===== src/slx_pkg.sv =====
// ----------------------------------------------------------------------------
// slx_pkg: shared types and constants of the script lexer
// Token kinds, error codes, scan modes, the result item and the keyword table.
// ----------------------------------------------------------------------------
package slx_pkg;

	localparam int MaxResults = 4;
	localparam int QueueDepth = 2;

	localparam logic [5:0] K_LPAREN  = 6'd0;
	localparam logic [5:0] K_RPAREN  = 6'd1;
	localparam logic [5:0] K_LBRACE  = 6'd2;
	localparam logic [5:0] K_RBRACE  = 6'd3;
	localparam logic [5:0] K_COMMA   = 6'd4;
	localparam logic [5:0] K_DOT     = 6'd5;
	localparam logic [5:0] K_MINUS   = 6'd6;
	localparam logic [5:0] K_PLUS    = 6'd7;
	localparam logic [5:0] K_SEMI    = 6'd8;
	localparam logic [5:0] K_SLASH   = 6'd9;
	localparam logic [5:0] K_STAR    = 6'd10;
	localparam logic [5:0] K_BANG    = 6'd11;
	localparam logic [5:0] K_BANG_EQ = 6'd12;
	localparam logic [5:0] K_EQUAL   = 6'd13;
	localparam logic [5:0] K_EQ_EQ   = 6'd14;
	localparam logic [5:0] K_GREATER = 6'd15;
	localparam logic [5:0] K_GT_EQ   = 6'd16;
	localparam logic [5:0] K_LESS    = 6'd17;
	localparam logic [5:0] K_LT_EQ   = 6'd18;
	localparam logic [5:0] K_IDENT   = 6'd19;
	localparam logic [5:0] K_STRING  = 6'd20;
	localparam logic [5:0] K_NUMBER  = 6'd21;
	localparam logic [5:0] K_KEYWORD0 = 6'd22;
	localparam logic [5:0] K_EOF     = 6'd38;

	localparam logic [1:0] E_NONE    = 2'd0;
	localparam logic [1:0] E_ILLEGAL = 2'd1;
	localparam logic [1:0] E_UNTERM  = 2'd2;

	localparam logic [7:0] C_NL    = 8'h0A;
	localparam logic [7:0] C_CR    = 8'h0D;
	localparam logic [7:0] C_QUOTE = 8'h22;
	localparam logic [7:0] C_DOT   = 8'h2E;
	localparam logic [7:0] C_SLASH = 8'h2F;
	localparam logic [7:0] C_EQ    = 8'h3D;
	localparam logic [7:0] C_UNDER = 8'h5F;

	typedef enum logic [3:0] {
		M_IDLE, M_SLASH, M_BANG, M_EQUAL, M_GREATER, M_LESS, M_COMMENT,
		M_STRING, M_INT, M_DOT, M_FRAC, M_IDENT
	} mode_t;

	typedef struct packed {
		logic [5:0]  kind;
		logic [1:0]  err;
		logic [15:0] start;
		logic [15:0] len;
		logic [15:0] line;
	} item_t;

	typedef struct packed {
		item_t [MaxResults-1:0] items;
		logic [2:0]             count;
	} bundle_t;

	typedef struct packed {
		logic    valid;
		bundle_t data;
	} head_t;

	// keyword spellings, first byte most significant
	function automatic logic [63:0] kw_spell(input logic [3:0] i);
		unique case (i)
			4'd0:  kw_spell = 64'h616E64;
			4'd1:  kw_spell = 64'h636C617373;
			4'd2:  kw_spell = 64'h656C7365;
			4'd3:  kw_spell = 64'h66616C7365;
			4'd4:  kw_spell = 64'h66756E;
			4'd5:  kw_spell = 64'h666F72;
			4'd6:  kw_spell = 64'h6966;
			4'd7:  kw_spell = 64'h6E696C;
			4'd8:  kw_spell = 64'h6F72;
			4'd9:  kw_spell = 64'h7072696E74;
			4'd10: kw_spell = 64'h72657475726E;
			4'd11: kw_spell = 64'h7375706572;
			4'd12: kw_spell = 64'h74686973;
			4'd13: kw_spell = 64'h74727565;
			4'd14: kw_spell = 64'h766172;
			default: kw_spell = 64'h7768696C65;
		endcase
	endfunction

	function automatic logic [3:0] kw_len(input logic [3:0] i);
		unique case (i)
			4'd1, 4'd3, 4'd9, 4'd11, 4'd15: kw_len = 4'd5;
			4'd2, 4'd12, 4'd13:             kw_len = 4'd4;
			4'd6, 4'd8:                     kw_len = 4'd2;
			4'd10:                          kw_len = 4'd6;
			default:                        kw_len = 4'd3;
		endcase
	endfunction

endpackage


===== src/slx_char_if.sv =====
// ----------------------------------------------------------------------------
// slx_char_if: source byte channel
// Valid/ready channel that carries one source byte request.
// ----------------------------------------------------------------------------
interface slx_char_if;
	logic       valid;
	logic       ready;
	logic [7:0] char_code;
	logic       char_present;
	logic       end_of_source;

	modport source (output valid, char_code, char_present, end_of_source, input ready);
	modport sink (input valid, char_code, char_present, end_of_source, output ready);
endinterface


===== src/slx_token_if.sv =====
// ----------------------------------------------------------------------------
// slx_token_if: token channel
// Valid/ready channel that carries one token request.
// ----------------------------------------------------------------------------
interface slx_token_if;
	logic        valid;
	logic        ready;
	logic [5:0]  kind_code;
	logic [1:0]  error_code;
	logic [15:0] start_offset;
	logic [15:0] token_length;
	logic [15:0] line_number;
	logic        last_of_run;

	modport source (output valid, kind_code, error_code, start_offset, token_length,
		line_number, last_of_run, input ready);
	modport sink (input valid, kind_code, error_code, start_offset, token_length,
		line_number, last_of_run, output ready);
endinterface


===== src/slx_front.sv =====
// ----------------------------------------------------------------------------
// slx_front: scanner front end
// Holds scan state, classifies each byte and builds the bundle of tokens it causes.
// ----------------------------------------------------------------------------
module slx_front import slx_pkg::*; #(
	parameter int OFFSET_BITS = 16,
	parameter int KEYWORD_MAX_LEN = 6
) (
	input  logic        clk,
	input  logic        arst_n,
	input  logic        in_valid,
	output logic        in_ready,
	input  logic [7:0]  char_code,
	input  logic        char_present,
	input  logic        end_of_source,
	input  logic        q_full,
	output logic        push,
	output bundle_t     push_data
);
	localparam int PW = 8 * KEYWORD_MAX_LEN;
	localparam logic [OFFSET_BITS-1:0] OMAX = '1;

	mode_t                  mode_q;
	logic [OFFSET_BITS-1:0] tb_q, pos_q, lc_q, rl_q;
	logic [PW-1:0]          ip_q;

	mode_t                  mode, fmode;
	logic [OFFSET_BITS-1:0] tb, pos, lc, rl, p;
	logic [PW-1:0]          ip;
	logic                   consumed, fin, dig, alp;
	logic [2:0]             n;
	item_t [MaxResults-1:0] it;
	logic                   acc;

	function automatic logic [OFFSET_BITS-1:0] sinc(input logic [OFFSET_BITS-1:0] v);
		sinc = (v == OMAX) ? OMAX : v + 1'b1;
	endfunction

	function automatic logic [OFFSET_BITS-1:0] sadd(input logic [OFFSET_BITS-1:0] a,
		input logic [OFFSET_BITS-1:0] b);
		logic [OFFSET_BITS:0] s;
		s = {1'b0, a} + {1'b0, b};
		sadd = s[OFFSET_BITS] ? OMAX : s[OFFSET_BITS-1:0];
	endfunction

	function automatic item_t mk(input logic [5:0] k, input logic [1:0] e,
		input logic [OFFSET_BITS-1:0] s, input logic [OFFSET_BITS-1:0] l,
		input logic [OFFSET_BITS-1:0] ln);
		mk.kind = k;
		mk.err = e;
		mk.start = 16'(s);
		mk.len = 16'(l);
		mk.line = 16'(ln);
	endfunction

	function automatic logic [5:0] ident_kind(input logic [PW-1:0] pre,
		input logic [OFFSET_BITS-1:0] len);
		ident_kind = K_IDENT;
		if (len <= OFFSET_BITS'(KEYWORD_MAX_LEN)) begin
			for (int i = 0; i < 16; i++) begin
				if (OFFSET_BITS'(kw_len(4'(i))) == len && PW'(kw_spell(4'(i))) == pre)
					ident_kind = K_KEYWORD0 + 6'(i);
			end
		end
	endfunction

	assign acc = in_valid && in_ready;
	assign in_ready = !q_full;
	assign push = acc && (n != 3'd0);
	assign push_data.items = it;
	assign push_data.count = n;

	always_comb begin
		mode = mode_q; tb = tb_q; pos = pos_q; lc = lc_q; rl = rl_q; ip = ip_q;
		n = 3'd0; it = '0; consumed = 1'b0; fin = 1'b0; p = pos_q; fmode = M_IDLE;
		dig = (char_code >= "0") && (char_code <= "9");
		alp = ((char_code >= "a") && (char_code <= "z")) ||
			((char_code >= "A") && (char_code <= "Z")) || (char_code == C_UNDER);
		if (char_present) begin
			unique case (mode)
				M_IDLE: ;
				M_SLASH: begin
					if (char_code == C_SLASH) begin mode = M_COMMENT; consumed = 1'b1; end
					else fin = 1'b1;
				end
				M_BANG, M_EQUAL, M_GREATER, M_LESS: begin
					if (char_code == C_EQ) begin
						it[n[1:0]] = mk(K_BANG_EQ + 6'({mode - M_BANG, 1'b0}), E_NONE, tb,
							OFFSET_BITS'(2), lc);
						n = n + 3'd1;
						mode = M_IDLE;
						consumed = 1'b1;
					end else fin = 1'b1;
				end
				M_COMMENT: begin
					if (char_code == C_NL) begin lc = sinc(lc); mode = M_IDLE; end
					consumed = 1'b1;
				end
				M_STRING: begin
					if (char_code == C_QUOTE) begin
						it[n[1:0]] = mk(K_STRING, E_NONE, tb, rl, lc);
						n = n + 3'd1;
						mode = M_IDLE;
					end else begin
						if (char_code == C_NL) lc = sinc(lc);
						rl = sinc(rl);
					end
					consumed = 1'b1;
				end
				M_INT: begin
					if (dig) begin rl = sinc(rl); consumed = 1'b1; end
					else if (char_code == C_DOT) begin mode = M_DOT; consumed = 1'b1; end
					else fin = 1'b1;
				end
				M_DOT: begin
					if (dig) begin
						rl = sadd(rl, OFFSET_BITS'(2)); mode = M_FRAC; consumed = 1'b1;
					end else fin = 1'b1;
				end
				M_FRAC: begin
					if (dig) begin rl = sinc(rl); consumed = 1'b1; end
					else fin = 1'b1;
				end
				M_IDENT: begin
					if (alp || dig) begin
						if (rl < OFFSET_BITS'(KEYWORD_MAX_LEN)) ip = {ip[PW-9:0], char_code};
						rl = sinc(rl);
						consumed = 1'b1;
					end else fin = 1'b1;
				end
				default: ;
			endcase
			if (fin) begin
				// complete the token that this byte ends, since it does not continue it
				unique case (mode)
					M_SLASH:   begin it[n[1:0]] = mk(K_SLASH, E_NONE, tb, OFFSET_BITS'(1), lc); n = n + 3'd1; end
					M_BANG:    begin it[n[1:0]] = mk(K_BANG, E_NONE, tb, OFFSET_BITS'(1), lc); n = n + 3'd1; end
					M_EQUAL:   begin it[n[1:0]] = mk(K_EQUAL, E_NONE, tb, OFFSET_BITS'(1), lc); n = n + 3'd1; end
					M_GREATER: begin it[n[1:0]] = mk(K_GREATER, E_NONE, tb, OFFSET_BITS'(1), lc); n = n + 3'd1; end
					M_LESS:    begin it[n[1:0]] = mk(K_LESS, E_NONE, tb, OFFSET_BITS'(1), lc); n = n + 3'd1; end
					M_INT, M_FRAC: begin it[n[1:0]] = mk(K_NUMBER, E_NONE, tb, rl, lc); n = n + 3'd1; end
					M_DOT: begin
						it[n[1:0]] = mk(K_NUMBER, E_NONE, tb, rl, lc); n = n + 3'd1;
						it[n[1:0]] = mk(K_DOT, E_NONE, sadd(tb, rl), OFFSET_BITS'(1), lc);
						n = n + 3'd1;
					end
					M_IDENT: begin it[n[1:0]] = mk(ident_kind(ip, rl), E_NONE, tb, rl, lc); n = n + 3'd1; end
					default: ;
				endcase
				mode = M_IDLE;
			end
			if (!consumed) begin
				tb = p;
				unique case (char_code)
					"(": begin it[n[1:0]] = mk(K_LPAREN, E_NONE, p, OFFSET_BITS'(1), lc); n = n + 3'd1; end
					")": begin it[n[1:0]] = mk(K_RPAREN, E_NONE, p, OFFSET_BITS'(1), lc); n = n + 3'd1; end
					"{": begin it[n[1:0]] = mk(K_LBRACE, E_NONE, p, OFFSET_BITS'(1), lc); n = n + 3'd1; end
					"}": begin it[n[1:0]] = mk(K_RBRACE, E_NONE, p, OFFSET_BITS'(1), lc); n = n + 3'd1; end
					",": begin it[n[1:0]] = mk(K_COMMA, E_NONE, p, OFFSET_BITS'(1), lc); n = n + 3'd1; end
					".": begin it[n[1:0]] = mk(K_DOT, E_NONE, p, OFFSET_BITS'(1), lc); n = n + 3'd1; end
					"-": begin it[n[1:0]] = mk(K_MINUS, E_NONE, p, OFFSET_BITS'(1), lc); n = n + 3'd1; end
					"+": begin it[n[1:0]] = mk(K_PLUS, E_NONE, p, OFFSET_BITS'(1), lc); n = n + 3'd1; end
					";": begin it[n[1:0]] = mk(K_SEMI, E_NONE, p, OFFSET_BITS'(1), lc); n = n + 3'd1; end
					"*": begin it[n[1:0]] = mk(K_STAR, E_NONE, p, OFFSET_BITS'(1), lc); n = n + 3'd1; end
					"/": mode = M_SLASH;
					"!": mode = M_BANG;
					"=": mode = M_EQUAL;
					">": mode = M_GREATER;
					"<": mode = M_LESS;
					C_QUOTE: begin tb = sinc(p); rl = '0; mode = M_STRING; end
					" ", 8'h09: ;
					C_NL, C_CR: lc = sinc(lc);
					default: begin
						if (dig) begin
							rl = OFFSET_BITS'(1); mode = M_INT;
						end else if (alp) begin
							rl = OFFSET_BITS'(1); ip = PW'(char_code); mode = M_IDENT;
						end else begin
							it[n[1:0]] = mk(6'd0, E_ILLEGAL, p, OFFSET_BITS'(1), lc);
							n = n + 3'd1;
						end
					end
				endcase
			end
			pos = sinc(pos);
		end
		if (end_of_source) begin
			fmode = mode;
			unique case (fmode)
				M_SLASH:   begin it[n[1:0]] = mk(K_SLASH, E_NONE, tb, OFFSET_BITS'(1), lc); n = n + 3'd1; end
				M_BANG:    begin it[n[1:0]] = mk(K_BANG, E_NONE, tb, OFFSET_BITS'(1), lc); n = n + 3'd1; end
				M_EQUAL:   begin it[n[1:0]] = mk(K_EQUAL, E_NONE, tb, OFFSET_BITS'(1), lc); n = n + 3'd1; end
				M_GREATER: begin it[n[1:0]] = mk(K_GREATER, E_NONE, tb, OFFSET_BITS'(1), lc); n = n + 3'd1; end
				M_LESS:    begin it[n[1:0]] = mk(K_LESS, E_NONE, tb, OFFSET_BITS'(1), lc); n = n + 3'd1; end
				M_STRING:  begin it[n[1:0]] = mk(6'd0, E_UNTERM, tb, rl, lc); n = n + 3'd1; end
				M_INT, M_FRAC: begin it[n[1:0]] = mk(K_NUMBER, E_NONE, tb, rl, lc); n = n + 3'd1; end
				M_DOT: begin
					it[n[1:0]] = mk(K_NUMBER, E_NONE, tb, rl, lc); n = n + 3'd1;
					it[n[1:0]] = mk(K_DOT, E_NONE, sadd(tb, rl), OFFSET_BITS'(1), lc);
					n = n + 3'd1;
				end
				M_IDENT: begin it[n[1:0]] = mk(ident_kind(ip, rl), E_NONE, tb, rl, lc); n = n + 3'd1; end
				default: ;
			endcase
			it[n[1:0]] = mk(K_EOF, E_NONE, pos, '0, lc);
			n = n + 3'd1;
			mode = M_IDLE; tb = '0; pos = '0; lc = OFFSET_BITS'(1); ip = '0; rl = '0;
		end
	end

	always_ff @(posedge clk or negedge arst_n) begin
		if (!arst_n) begin
			mode_q <= M_IDLE;
			tb_q <= '0;
			pos_q <= '0;
			lc_q <= OFFSET_BITS'(1);
			ip_q <= '0;
			rl_q <= '0;
		end else if (acc) begin
			mode_q <= mode;
			tb_q <= tb;
			pos_q <= pos;
			lc_q <= lc;
			ip_q <= ip;
			rl_q <= rl;
		end
	end
endmodule


===== src/slx_queue.sv =====
// ----------------------------------------------------------------------------
// slx_queue: token bundle queue
// Short queue of token bundles between the front and back parts.
// ----------------------------------------------------------------------------
module slx_queue import slx_pkg::*; (
	input  logic    clk,
	input  logic    arst_n,
	input  logic    push,
	input  bundle_t push_data,
	input  logic    pop,
	output logic    full,
	output head_t   head
);
	bundle_t    mem_q [QueueDepth];
	logic       wp_q, rp_q;
	logic [1:0] cnt_q;

	assign full = (cnt_q == 2'(QueueDepth));
	assign head.valid = (cnt_q != 2'd0);
	assign head.data = mem_q[rp_q];

	always_ff @(posedge clk) begin
		if (push) mem_q[wp_q] <= push_data;
	end

	always_ff @(posedge clk or negedge arst_n) begin
		if (!arst_n) begin
			wp_q <= 1'b0;
			rp_q <= 1'b0;
			cnt_q <= 2'd0;
		end else begin
			if (push) wp_q <= !wp_q;
			if (pop) rp_q <= !rp_q;
			cnt_q <= cnt_q + 2'(push) - 2'(pop);
		end
	end
endmodule


===== src/slx_back.sv =====
// ----------------------------------------------------------------------------
// slx_back: token serializer
// Takes bundles from the queue and hands out their tokens one per request.
// ----------------------------------------------------------------------------
module slx_back import slx_pkg::*; (
	input  logic         clk,
	input  logic         arst_n,
	input  head_t        head,
	output logic         pop,
	slx_token_if.source  tok
);
	bundle_t    cur_q;
	logic [1:0] idx_q;
	logic       have_q;
	logic       last, done;
	item_t      sel;

	assign sel = cur_q.items[idx_q];
	assign last = (idx_q == 2'(cur_q.count - 3'd1));
	assign done = have_q && tok.ready && last;
	// load the next bundle when empty or when the current one drains
	assign pop = head.valid && (!have_q || done);

	assign tok.valid = have_q;
	assign tok.kind_code = sel.kind;
	assign tok.error_code = sel.err;
	assign tok.start_offset = sel.start;
	assign tok.token_length = sel.len;
	assign tok.line_number = sel.line;
	assign tok.last_of_run = last;

	always_ff @(posedge clk) begin
		if (pop) cur_q <= head.data;
	end

	always_ff @(posedge clk or negedge arst_n) begin
		if (!arst_n) begin
			have_q <= 1'b0;
			idx_q <= 2'd0;
		end else begin
			if (pop) begin
				have_q <= 1'b1;
				idx_q <= 2'd0;
			end else if (done) begin
				have_q <= 1'b0;
				idx_q <= 2'd0;
			end else if (have_q && tok.ready) begin
				idx_q <= idx_q + 2'd1;
			end
		end
	end

	a_count_ok: assert property (@(posedge clk) disable iff (!arst_n)
		have_q |-> (cur_q.count != 3'd0 && cur_q.count <= 3'(MaxResults)))
		else $error("bundle count out of range");
	a_idx_ok: assert property (@(posedge clk) disable iff (!arst_n)
		have_q |-> (3'(idx_q) < cur_q.count))
		else $error("token index past bundle end");
	a_pop_hold: assert property (@(posedge clk) disable iff (!arst_n)
		(have_q && !tok.ready) |-> !pop)
		else $error("bundle replaced while stalled");
endmodule


===== src/script_lexer.sv =====
// ----------------------------------------------------------------------------
// script_lexer: streaming scanner for a small scripting language
// Bytes in, tokens out; front classifies, queue decouples, back serializes.
// ----------------------------------------------------------------------------
// Throughput: one source byte per cycle while the token side keeps up; the
//   back end delivers one token per cycle while the token side is ready;
//   bytes that cause several tokens are absorbed by the two-entry bundle queue.
// Path: a token is written into the queue with the byte that completes it,
//   then loaded into the serializer register before it is offered.
// Reset: arst_n clears scan state (line count to one) and empties the queue.
module script_lexer import slx_pkg::*; #(
	parameter int OFFSET_BITS = 16,
	parameter int KEYWORD_MAX_LEN = 6
) (
	input logic        clk,
	input logic        arst_n,
	slx_char_if.sink   char_stream,
	slx_token_if.source token_stream
);
	logic    q_full, push, pop;
	bundle_t push_data;
	head_t   head;

	// front: hold scan state, classify each byte request, build its bundle
	slx_front #(.OFFSET_BITS(OFFSET_BITS), .KEYWORD_MAX_LEN(KEYWORD_MAX_LEN)) u_front (
		.clk(clk),
		.arst_n(arst_n),
		.in_valid(char_stream.valid),
		.in_ready(char_stream.ready),
		.char_code(char_stream.char_code),
		.char_present(char_stream.char_present),
		.end_of_source(char_stream.end_of_source),
		.q_full(q_full),
		.push(push),
		.push_data(push_data)
	);

	// queue: let front and back stall on their own
	slx_queue u_queue (
		.clk(clk),
		.arst_n(arst_n),
		.push(push),
		.push_data(push_data),
		.pop(pop),
		.full(q_full),
		.head(head)
	);

	// back: advance through each bundle one token request at a time
	slx_back u_back (
		.clk(clk),
		.arst_n(arst_n),
		.head(head),
		.pop(pop),
		.tok(token_stream)
	);
endmodule

===== src/flat_wrapper.sv =====
// flat-port wrapper written by rule: the top's interface ports become plain ports
module script_lexer_flat import slx_pkg::*;
#(
	parameter int OFFSET_BITS = 16,
	parameter int KEYWORD_MAX_LEN = 6
)
  (clk, arst_n, char_stream_valid, char_stream_char_code, char_stream_char_present, char_stream_end_of_source, char_stream_ready, token_stream_valid, token_stream_kind_code, token_stream_error_code, token_stream_start_offset, token_stream_token_length, token_stream_line_number, token_stream_last_of_run, token_stream_ready);
  slx_char_if char_stream_i ();
  slx_token_if token_stream_i ();
  input logic clk;
  input logic arst_n;
  input wire logic [$bits(char_stream_i.valid)-1:0] char_stream_valid;
  input wire logic [$bits(char_stream_i.char_code)-1:0] char_stream_char_code;
  input wire logic [$bits(char_stream_i.char_present)-1:0] char_stream_char_present;
  input wire logic [$bits(char_stream_i.end_of_source)-1:0] char_stream_end_of_source;
  output wire logic [$bits(char_stream_i.ready)-1:0] char_stream_ready;
  output wire logic [$bits(token_stream_i.valid)-1:0] token_stream_valid;
  output wire logic [$bits(token_stream_i.kind_code)-1:0] token_stream_kind_code;
  output wire logic [$bits(token_stream_i.error_code)-1:0] token_stream_error_code;
  output wire logic [$bits(token_stream_i.start_offset)-1:0] token_stream_start_offset;
  output wire logic [$bits(token_stream_i.token_length)-1:0] token_stream_token_length;
  output wire logic [$bits(token_stream_i.line_number)-1:0] token_stream_line_number;
  output wire logic [$bits(token_stream_i.last_of_run)-1:0] token_stream_last_of_run;
  input wire logic [$bits(token_stream_i.ready)-1:0] token_stream_ready;
  assign char_stream_i.valid = char_stream_valid;
  assign char_stream_i.char_code = char_stream_char_code;
  assign char_stream_i.char_present = char_stream_char_present;
  assign char_stream_i.end_of_source = char_stream_end_of_source;
  assign char_stream_ready = char_stream_i.ready;
  assign token_stream_valid = token_stream_i.valid;
  assign token_stream_kind_code = token_stream_i.kind_code;
  assign token_stream_error_code = token_stream_i.error_code;
  assign token_stream_start_offset = token_stream_i.start_offset;
  assign token_stream_token_length = token_stream_i.token_length;
  assign token_stream_line_number = token_stream_i.line_number;
  assign token_stream_last_of_run = token_stream_i.last_of_run;
  assign token_stream_i.ready = token_stream_ready;
  script_lexer #(.OFFSET_BITS(OFFSET_BITS), .KEYWORD_MAX_LEN(KEYWORD_MAX_LEN)) u_core (.clk(clk), .arst_n(arst_n), .char_stream(char_stream_i), .token_stream(token_stream_i));
endmodule

===== config.mk =====
export PLATFORM = sky130hd
export DESIGN_NAME = script_lexer_flat
export DESIGN_NICKNAME = d
export VERILOG_FILES = /design/src/slx_pkg.sv /design/src/slx_char_if.sv /design/src/slx_token_if.sv /design/src/slx_front.sv /design/src/slx_queue.sv /design/src/slx_back.sv /design/src/script_lexer.sv /design/src/flat_wrapper.sv
export SDC_FILE = /design/constraint.sdc
export NUM_CORES = 2
export LEC_CHECK = 0
export BUFFER_PORTS_ARGS = -buffer_cell sky130_fd_sc_hd__clkbuf_2
export CAP_MARGIN = 40
export CORE_ASPECT_RATIO = 0.9
export CORE_MARGIN = 5
export CORE_UTILIZATION = 30
export CTS_CLUSTER_SIZE = 12
export DETAILED_ROUTE_END_ITERATION = 6
export PLACE_DENSITY = 0.57
export SLEW_MARGIN = 20
export SYNTH_ARGS = -nofsm -noshare
export SYNTH_HDL_FRONTEND = slang
export SYNTH_HIERARCHICAL = 1
export SYNTH_SLANG_ARGS = --single-unit

===== constraint.sdc =====
create_clock -name clk -period 16.5 [get_ports clk]
set_clock_uncertainty 0.1 [all_clocks]
set_input_delay 3.3 -clock clk [delete_from_list [all_inputs] [get_ports clk]]
set_output_delay 3.3 -clock clk [all_outputs]
set_load 0.02 [all_outputs]

==> results.sh <==
export IMPL_die_height_um=389
export IMPL_setup_viol=0
export IMPL_grt_start_max_net_pins=169
export IMPL_drive_gt1_frac=0.164
export IMPL_grt_antenna_before_repair=15
export IMPL_criticalPathCategory="primary input to flop"
export IMPL_cts_hold_repair_buffers=0
export IMPL_timing_critical_path_slowest_cell_delay_ns=0.78
export IMPL_ff_to_ff_start="u_core/u_front/mode_q[3]"
export IMPL_reg2regPathDepth=30
export IMPL_grt_use_total=0.234
export IMPL_netlist_area_um2=47900
export IMPL_synthesized_area_divided_by_synthesized_cell_count_um2=10.4
export IMPL_post_dp_hpwl_mm=146
export IMPL_post_cts_resize_count=0
export IMPL_average_wire_per_standard_cell_um=29.8
export IMPL_placedCellCount=6631
export IMPL_worstSetupPathDepth=29
export IMPL_power_internal_mw=5.13
export IMPL_core_area_um2=159000
export IMPL_root_buffer_selected_by_cts="clkbuf_16"
export IMPL_timing_setup_tns_ns=0
export IMPL_route_detailed_drc=0
export IMPL_worst_hold_path_type="flop to flop"
export IMPL_clk_insertion_delay_late_ns=0.75
export IMPL_die_area_um2=168000
export IMPL_final_hold_violation_count=0
export IMPL_switching_power_mw=3.28
export IMPL_clock_fmax_mhz=82.7
export IMPL_post_cts_buffers=0
export IMPL_initial_core_util=0.301
export IMPL_start_point_of_the_critical_path="char_stream_char_code[3]"
export IMPL_io_pin_count=73
export IMPL_cp_arrival_ns=12.37
export IMPL_cp_num_buf_inv=9
export IMPL_path_delay_family="simple AND/OR/NAND/NOR gates"
export IMPL_die_x_um=431
export IMPL_nFillCells=16000
export IMPL_area_growth_pct=12.4
export IMPL_drv_max_cap_violation_count=0
export IMPL_worst_margin_pin_slew_ns=1.16
export IMPL_cts_buffers=88
export IMPL_timing_critical_path_from_type="primary input"
export IMPL_crit_path_max_fanout=168
export IMPL_clock_group_share_of_total_power=0.226
export IMPL_slowest_stage="nor3b_1"
export IMPL_grt_first_pass_wirelength_mm=290
export IMPL_sw_frac_of_total=0.390
export IMPL_tritoncts="done"
export IMPL_drt_pass1_iter_count=7
export IMPL_via_per_inst=6.13
export IMPL_num_vias=41800
export IMPL_cp_endpoint="u_core/u_queue/mem_q[0][190]"
export IMPL_seq_power_share=0.385
export IMPL_initial_drc_count=6005
export IMPL_clock_tree_htree_level_count=3
export IMPL_timing_rr_end="u_core/u_queue/mem_q[0][190]"
export IMPL_power_share_combinational=0.389
export IMPL_final_min_period_over_clock_period=0.733
export IMPL_grt_overflow=0
export IMPL_power_density_cell_area_nw_per_um2=156
export IMPL_run_status="completed"
export IMPL_timing_critical_path_required_ns=16.77
export IMPL_count_of_antenna_violating_nets_left_after_detailed_routing=0
export IMPL_syn_nets=4700
export IMPL_placement_io_buffers=72
export IMPL_maximum_count_of_clock_buffers_along_a_single_path=3
export IMPL_first_global_vias=39100
export IMPL_place_gp_congestion=1.03
export IMPL_cts_num_sinks=801
export IMPL_placementRows=139
export IMPL_power_leakage_nw=18.0
export IMPL_worst_ir_drop_vdd_mv=0.0914
export IMPL_final_instance_count_excl_fill=6808
export IMPL_cpMostUsedCell="buf_4"
export IMPL_rsz0062_at_grt="false"
export IMPL_postSynthCellCount=4627
export IMPL_yosysWarnings=6
export IMPL_maxSlewViolCount=0
export IMPL_timing_reg2reg_setup_slack_ns=6.84
export IMPL_routed_wl_mm=203
export IMPL_critical_path_endpoint_type="flop"
export IMPL_worst_case_headroom_to_the_max_slew_limit=0.229
export IMPL_clk_transition_reported_paths_ns=0.06
export IMPL_layout_min_cycle_time_ns=12.10
export IMPL_fin_nets=4693
-- sequential cells by signal, indices dropped and copies added, names as in the netlist --
signal	cells
u_core/u_front/mode_q	4
u_core/u_queue/wp_q	1
u_core/u_back/idx_q	2
u_core/u_back/tok.valid	1
u_core/u_back/cur_q	226
u_core/u_queue/cnt_q	2
u_core/u_front/p	16
u_core/u_front/tb_q	16
u_core/u_queue/mem_q	452
u_core/u_front/lc_q	16
u_core/u_front/ip_q	48
u_core/u_queue/rp_q	1
u_core/u_front/rl_q	16
-- worst min-delay path by stage --
stage                                  from                        to  depth (start not counted)
2_1_floorplan           u_core/u_queue/wp_q       u_core/u_queue/wp_q                          1
3_3_place_gp        u_core/u_front/ip_q[43]   u_core/u_front/ip_q[43]                          1
3_5_place_dp        u_core/u_front/ip_q[43]   u_core/u_front/ip_q[43]                          1
4_1_cts         u_core/u_queue/mem_q[0][74]   u_core/u_back/cur_q[74]                          1
5_1_grt        u_core/u_queue/mem_q[0][204]  u_core/u_back/cur_q[204]                          1
6_report       u_core/u_queue/mem_q[0][204]  u_core/u_back/cur_q[204]                          1
-- layer usage --
layer	track usage	vias to the layer above	routed length, µm	share of wire
met5	0	-	27	0.00013
met4	0.0970	4	9520	0.047
met3	0.0594	467	22400	0.11
met2	0.337	2505	85200	0.42
met1	0.332	20800	85800	0.42
li1	-	18000	-	-
-- metrics by stage --
| stage | hold WS [ns] | power [mW] | utilization | area, µm² | worst slack (ns) |
|---|---|---|---|---|---|
| floorplan | 0.373 | 5.38 | - | 47900 | 1.94 |
| global placement | 0.408 | 6.42 | 0.318 | 50500 | 3.72 |
| detailed placement | 0.418 | 6.48 | 0.320 | 50900 | 3.78 |
| CTS | 0.429 | 8.41 | 0.337 | 53600 | 4.53 |
| global route | 0.428 | 8.77 | 0.338 | 53800 | 4.09 |
| finish | 0.426 | 8.41 | 0.338 | 53900 | 4.40 |
-- power groups by stage --
stage / Clock, mW / Combinational (mW) / Sequential, mW
after detailed placement: 0 / 3.18 / 3.30
after floorplan: 0 / 2.09 / 3.29
after CTS: 1.95 / 3.19 / 3.27
after global routing: 2.04 / 3.44 / 3.28
final: 1.90 / 3.27 / 3.24
after global placement: 0 / 3.14 / 3.28
-- worst reg2reg max path: cells and delay by family, from the launching register on --
| family | cells | cell delay [ns] |
|---|---|---|
| AO/OA/AOI/OAI | 8 | 1.54 |
| XOR/XNOR | 1 | 0.25 |
| adder cells (fa/ha/maj) | 3 | 0.67 |
| buffers and inverters | 9 | 2.83 |
| flip-flops | 1 | 0.46 |
| multiplexers | 1 | 0.25 |
| AND/OR/NAND/NOR | 8 | 3.15 |
-- cells in the final DEF (no fill, tap or decap), types with 36 or more instances in the layout --
cell type	count
nor2_1	318
nand4_1	82
and2_1	36
ha_1	57
o21ai_0	319
mux4_2	56
nor4_1	63
a21oi_1	282
nor3_1	111
xnor2_1	38
inv_1	80
a31oi_1	58
a22oi_1	92
clkbuf_2	72
o22ai_1	93
edfxtp_1	678
nand2b_1	41
a22o_1	77
nand3_1	165
a211oi_1	43
nand2_1	446
and3_1	51
o21a_1	42
or3_1	42
buf_4	149
dfrtp_1	119
mux2_2	238
clkbuf_16	88
-- final cells by class --
type / instances / area [µm²] / share of cell area
clock inverters: 34 / 417 / 0.00774
inverters: 88 / 330 / 0.00613
diodes: 8 / 20.0 / 0.000372
well taps: 2115 / 2650 / 0.0491
clock buffers: 121 / 2340 / 0.0434
flip-flops and latches: 801 / 23500 / 0.435
multi-input cells: 3384 / 22700 / 0.421
repair buffers: 257 / 1970 / 0.0366
Note: power is estimated with default switching activity, not from simulation.
